<file path="src/rtl/ils_pkg.sv">
// shared types, constants and codes for the indexed list store
`timescale 1ns / 1ps
package ils_pkg;

  localparam int CAPACITY_DEF = 1024;
  localparam int CMD_W        = 3;
  localparam int POS_W        = 10;
  localparam int VAL_W        = 32;
  localparam int ECNT_W       = 11;

  typedef enum logic [CMD_W-1:0] {
    CMD_READ = 3'd0,
    CMD_HEAD = 3'd1,
    CMD_TAIL = 3'd2,
    CMD_AT   = 3'd3,
    CMD_DEL  = 3'd4
  } cmd_t;

  typedef enum logic [1:0] {
    ST_DONE  = 2'd0,
    ST_RANGE = 2'd1,
    ST_FULL  = 2'd2
  } status_t;

  typedef enum logic [1:0] {
    SRC_ZERO,
    SRC_ONES,
    SRC_RAM
  } res_src_t;

  typedef enum logic [2:0] {
    S_IDLE,
    S_DECODE,
    S_READ_WAIT,
    S_SHIFT_UP,
    S_SHIFT_DN,
    S_FINISH
  } ctrl_state_t;

  typedef struct packed {
    logic [CMD_W-1:0]        command;
    logic [POS_W-1:0]        position;
    logic signed [VAL_W-1:0] item_value;
  } in_req_t;

  typedef struct packed {
    logic signed [VAL_W-1:0] read_value;
    status_t                 status;
    logic [ECNT_W-1:0]       element_count;
  } out_rsp_t;

  // controller to datapath
  typedef struct packed {
    logic     capture;
    logic     rd_at_pos;
    logic     up_start;
    logic     dn_start;
    logic     shift_up;
    logic     shift_dn;
    logic     place;
    logic     shrink;
    logic     res_load;
    res_src_t res_src;
    status_t  res_status;
    logic     out_load;
  } ils_ctl_t;

  // datapath to controller
  typedef struct packed {
    logic [CMD_W-1:0] command;
    logic             pos_lt_cnt;
    logic             pos_le_cnt;
    logic             full;
    logic             up_done;
    logic             dn_done;
    logic             out_free;
  } ils_sts_t;

endpackage

</file>
<file path="src/rtl/ils_ctrl.sv">
// controller state machine for the indexed list store
`timescale 1ns / 1ps
module ils_ctrl (
  input  logic             clk,
  input  logic             rst_n,
  input  logic             in_valid,
  output logic             in_ready,
  input  ils_pkg::ils_sts_t sts,
  output ils_pkg::ils_ctl_t ctl
);
  import ils_pkg::*;

  ctrl_state_t state_r, state_nxt;

  always_ff @(posedge clk) begin
    if (!rst_n) begin
      state_r <= S_IDLE;
    end else begin
      state_r <= state_nxt;
    end
  end

  // next state
  always_comb begin
    state_nxt = state_r;
    unique case (state_r)
      S_IDLE: begin
        if (in_valid) state_nxt = S_DECODE;
      end
      S_DECODE: begin
        unique case (sts.command)
          CMD_READ: state_nxt = sts.pos_lt_cnt ? S_READ_WAIT : S_FINISH;
          CMD_HEAD, CMD_TAIL: state_nxt = sts.full ? S_FINISH : S_SHIFT_UP;
          CMD_AT: begin
            if (!sts.pos_le_cnt || sts.full) state_nxt = S_FINISH;
            else state_nxt = S_SHIFT_UP;
          end
          CMD_DEL: state_nxt = sts.pos_lt_cnt ? S_SHIFT_DN : S_FINISH;
          default: state_nxt = S_FINISH;
        endcase
      end
      S_READ_WAIT: state_nxt = S_FINISH;
      S_SHIFT_UP: begin
        if (sts.up_done) state_nxt = S_FINISH;
      end
      S_SHIFT_DN: begin
        if (sts.dn_done) state_nxt = S_FINISH;
      end
      S_FINISH: begin
        if (sts.out_free) state_nxt = S_IDLE;
      end
      default: state_nxt = S_IDLE;
    endcase
  end

  // outputs
  always_comb begin
    ctl            = '0;
    ctl.res_src    = SRC_ZERO;
    ctl.res_status = ST_DONE;
    in_ready       = 1'b0;
    unique case (state_r)
      S_IDLE: begin
        // no request is taken while reset is held
        in_ready    = rst_n;
        ctl.capture = in_valid;
      end
      S_DECODE: begin
        ctl.res_load = 1'b1;
        unique case (sts.command)
          CMD_READ: begin
            if (sts.pos_lt_cnt) begin
              ctl.rd_at_pos = 1'b1;
              ctl.res_load  = 1'b0;
            end else begin
              ctl.res_src    = SRC_ONES;
              ctl.res_status = ST_RANGE;
            end
          end
          CMD_HEAD, CMD_TAIL, CMD_AT: begin
            // range check wins over the full check
            if (sts.command == CMD_AT && !sts.pos_le_cnt) begin
              ctl.res_status = ST_RANGE;
            end else if (sts.full) begin
              ctl.res_status = ST_FULL;
            end else begin
              ctl.up_start = 1'b1;
            end
          end
          CMD_DEL: begin
            if (sts.pos_lt_cnt) ctl.dn_start = 1'b1;
            else ctl.res_status = ST_RANGE;
          end
          default: ;
        endcase
      end
      S_READ_WAIT: begin
        ctl.res_load = 1'b1;
        ctl.res_src  = SRC_RAM;
      end
      S_SHIFT_UP: begin
        ctl.shift_up = 1'b1;
        ctl.place    = sts.up_done;
      end
      S_SHIFT_DN: begin
        ctl.shift_dn = 1'b1;
        ctl.shrink   = sts.dn_done;
      end
      S_FINISH: begin
        ctl.out_load = sts.out_free;
      end
      default: ;
    endcase
  end

endmodule

</file>
<file path="config.mk">
export PLATFORM = sky130hd
export DESIGN_NAME = ils_ctrl
export DESIGN_NICKNAME = d
export VERILOG_FILES = /design/src/rtl/ils_pkg.sv /design/src/rtl/ils_ctrl.sv
export SDC_FILE = /design/constraint.sdc
export NUM_CORES = 1
export LEC_CHECK = 0
export BUFFER_PORTS_ARGS = -buffer_cell sky130_fd_sc_hd__buf_2
export CAP_MARGIN = 40
export CORE_AREA = 2 2 39 41
export DETAILED_ROUTE_END_ITERATION = 10
export DIE_AREA = 0 0 41 43
export GPL_TIMING_DRIVEN = 0
export PLACE_DENSITY = 0.64
export SYNTH_ARGS = -nofsm -noshare
export SYNTH_HDL_FRONTEND = slang
export SYNTH_SLANG_ARGS = --single-unit
</file>
<file path="constraint.sdc">
create_clock -name clk -period 3.1 [get_ports clk]
set_clock_uncertainty 0.2 [all_clocks]
set_input_delay 0.465 -clock clk [delete_from_list [all_inputs] [get_ports clk]]
set_output_delay 0.465 -clock clk [all_outputs]
set_load 0.005 [all_outputs]
</file>
[Yosys cells after proc, flatten, opt, wreduce, memory -nomap -nowiden]
Cells that the tools add are included.
Storage, ports and cells
  output and inout bits: 15
  word-level logic and storage cells: 55
  bits of input ports: 12
  register bits after elaboration: 3
Operators by class
  equal/unequal tests: 13
  multiplexer cells: 33
  reductions and logical operators: 8
Operators with widths (count)
  3-bit two-way mux: 10
  3-bit one-hot mux with 6 select lines: 1
  1-bit two-way mux: 16
  3-bit by 2-bit == test with 1-bit output (second input constant): 4
  3-bit one-hot mux with 4 select lines: 1
  3-bit == test (second input constant): 3
  2-bit != test (second input constant): 4
  3-bit by 1-bit == test with 1-bit output (second input constant): 2
  3-bit logical NOT: 2
  2-bit two-way mux: 3
  2-bit one-hot mux with 3 select lines: 1
  3-bit one-hot mux with 2 select lines: 1
  4-bit AND reduction: 1
  3-bit OR reduction: 1
  2-bit OR reduction: 1
  1-bit logical AND: 1
  1-bit logical NOT: 1
  1-bit logical OR: 1

[Longest topological paths before layout]
  word-level depth: 5
  depth in mapped cells: 6
  depth with buffers taken out: 4

[Least setup slack after synthesis]
No wires, ideal clock.
  path kind: register -> output
  start: register state_r[0]
  end: output port ctl[2] in the netlist's numbering
  arrival: 1.402 ns
  cell stages (with the launch flop): 7
  data required time: 2.435 ns
  setup slack: 1.033 ns
  buffers on the path: 2
  cell sequence: dfxtp_1 -> buf_6 -> inv_4 -> or3_4 -> or2_1 -> buf_6 -> nor4bb_4
RTL lines
  start, declared: line ils_ctrl.sv:13  | ctrl_state_t state_r, state_nxt;
  start signal, assigned: line ils_ctrl.sv:19  | state_r <= state_nxt;
  end, declared: line ils_ctrl.sv:9  | output ils_pkg::ils_ctl_t ctl

==> flow_metrics.env <==
export IMPL_status="completed"
export IMPL_cts_resized=0
export IMPL_clk_latency_ns=0.23
export IMPL_top_register="state_r"
export IMPL_post_place_ws_ns=0.851
export IMPL_top_regs="state_r (3)"
export IMPL_area_growth_pct=47.3
export IMPL_critPathArrivalTime_ns=1.81
export IMPL_path_class="reg -> out"
export IMPL_final_max_slew_viol_count=0
export IMPL_place_port_buffers=26
export IMPL_ys_ff_latch=3
export IMPL_drive_above_1_share=0.481
export IMPL_dpl_cell_area_um2=523
export IMPL_vias=453
export IMPL_synth_compound_area_share=0.245
export IMPL_yosysSeqAreaShare=0.161
export IMPL_cp_start_kind="register"
export IMPL_cts_root_buf="clkbuf_4"
export IMPL_cts_tree="built"
export IMPL_tns_ns=0
export IMPL_stdcell_count=95
export IMPL_vdd_drop_max_mv=0.250
export IMPL_synth_area_per_cell_um2=7.61
export IMPL_fin_crit_sh=0.799
export IMPL_drt_wl_total_um=929
export IMPL_cellLeakagePower_nw=0.273
export IMPL_synthMuxAreaShare=0
export IMPL_post_route_drc_count=0
export IMPL_cp_end_kind="primary output"
export IMPL_slew_headroom=0.633
export IMPL_h_tree_depth=1
export IMPL_gr_total_overflow=0
export IMPL_final_util=0.397
export IMPL_track_usage=0.114
export IMPL_grt_pass1_wl_um=1390
export IMPL_fmax_mhz=404
export IMPL_maxCapViolCount=0
export IMPL_cts_sinks=3
export IMPL_clkTransAtPathRegs_ns=0.04
export IMPL_die_area_um2=1760
export IMPL_largest_reg_flops=3
export IMPL_drt_vias_per_instance=4.77
export IMPL_synth_area_um2=373
export IMPL_grt_max_degree=11
export IMPL_drtAntennaViolNets=0
export IMPL_p_per_area_nw_per_um2=350
export IMPL_rsz0062_at_grt="false"
export IMPL_start_util=0.269
export IMPL_ff2ff_setup_slack_ns=1.35
export IMPL_wl_per_cell_um=9.78
export IMPL_setup_violations=0
export IMPL_die_height_um=43
export IMPL_hold_path_class="in -> reg"
export IMPL_synth_xor_area_share=0
export IMPL_cp_required_ns=2.43
export IMPL_tightest_slew_ns=0.543
export IMPL_synth_edff_count=0
export IMPL_drt_pass1_iter_count=4
export IMPL_synthFlopType="dfxtp_1"
export IMPL_design_area_um2=549
export IMPL_period_needed_ns=2.48
export IMPL_diodes=0
export IMPL_synth_adder_area_share=0
export IMPL_grt_pass1_vias=345
export IMPL_core_area_um2=1380
export IMPL_placed_cells=91
export IMPL_hold_viol=0
export IMPL_pin_count=27
export IMPL_dp_hpwl_um=770
export IMPL_fp_row_count=14
export IMPL_drt_iter0_drc=3
export IMPL_setup_ws_ns=0.624
export IMPL_gp_congestion=0.666
export IMPL_die_w_um=41
export IMPL_synth_top_family_by_area="simple AND/OR/NAND/NOR gates"
export IMPL_postCtsHoldBufs=0
export IMPL_synthCells=49
export IMPL_crit_fanout=10
export IMPL_hold_ws_ns=0.305
export IMPL_async_flop_share=0
export IMPL_nets=92
export IMPL_antenna_found_initial=0
export IMPL_cts_made_buffers=3
export IMPL_synth_simple_area_share=0.507
export IMPL_syn_nets=61
export IMPL_synth_cell_types=25
export IMPL_yosys_warnings=0
export IMPL_cts_setup_buffers=0
export IMPL_finalPower_uw=192
export IMPL_clk_path_buf_depth=2
## worst max-delay path: stages, from the launching register on
cell and delay, ns:
dfxtp_1 0.31, buf_6 0.14, inv_4 0.04, or3_4 0.34
or2_1 0.23, buf_6 0.14, nor4bb_4 0.24, buf_2 0.14
## synthesized netlist by cell type, drive strengths merged (2+ instances only)
cell | count | area share
nand2b | 2 | 0.034
o21ai | 4 | 0.054
nand2 | 4 | 0.040
nor2 | 11 | 0.11
and2 | 4 | 0.067
inv | 2 | 0.027
dfxtp | 3 | 0.16
a31oi | 2 | 0.034
buf | 2 | 0.060
## report_power, final
| part | leakage, nW | switching, mW | internal (mW) |
|---|---|---|---|
| clock network | 0.0150 | 0.0198 | 0.0482 |
| registers | 0.0248 | 0.00498 | 0.0431 |
| logic | 0.233 | 0.0377 | 0.0382 |
| total | 0.273 | 0.0625 | 0.130 |
## path summary, 6_finish.rpt
path | start | endpoint | cells past startpoint
setup / recovery | state_r[0] | ctl[2] | 7
hold / removal | rst_n | state_r[0] | 2
setup reg to reg | state_r[0] | state_r[2] | 6
hold reg to reg | state_r[1] | state_r[0] | 1
## cells by family (layout without fill, tap and decap cells)
group           count (synthesis)  in the layout
simple gates                   30             30
flops                           3              3
buf+inv                         4             34
compound gates                 12             12
## area by class of cell
| cell class | instances | area [um^2] |
|---|---|---|
| clock buffers | 4 | 26.3 |
| fillers | 159 | 835 |
| inverters | 2 | 10.0 |
| plain buffers | 2 | 22.5 |
| well taps | 16 | 20.0 |
| flip-flops and latches | 3 | 60.1 |
| repair buffers | 26 | 130 |
| multi-input cells | 42 | 280 |
## routing by layer
metal,track usage,share of wire,vias up
met4,0.0200,0,0
met5,0,0,-
met2,0.156,0.45,21
met3,0.0628,0.097,0
met1,0.157,0.45,192
li1,-,-,240
## cell usage in the layout (no fill, tap or decap), types with 2 or more instances in the layout
cell type	count
dfxtp_1	3
o21ai_0	4
nand2_1	4
nor2_1	11
clkbuf_4	3
nand2b_1	2
buf_2	26
and2_1	4
buf_6	2
a31oi_1	2
Note: power is estimated with default switching activity, not from simulation.
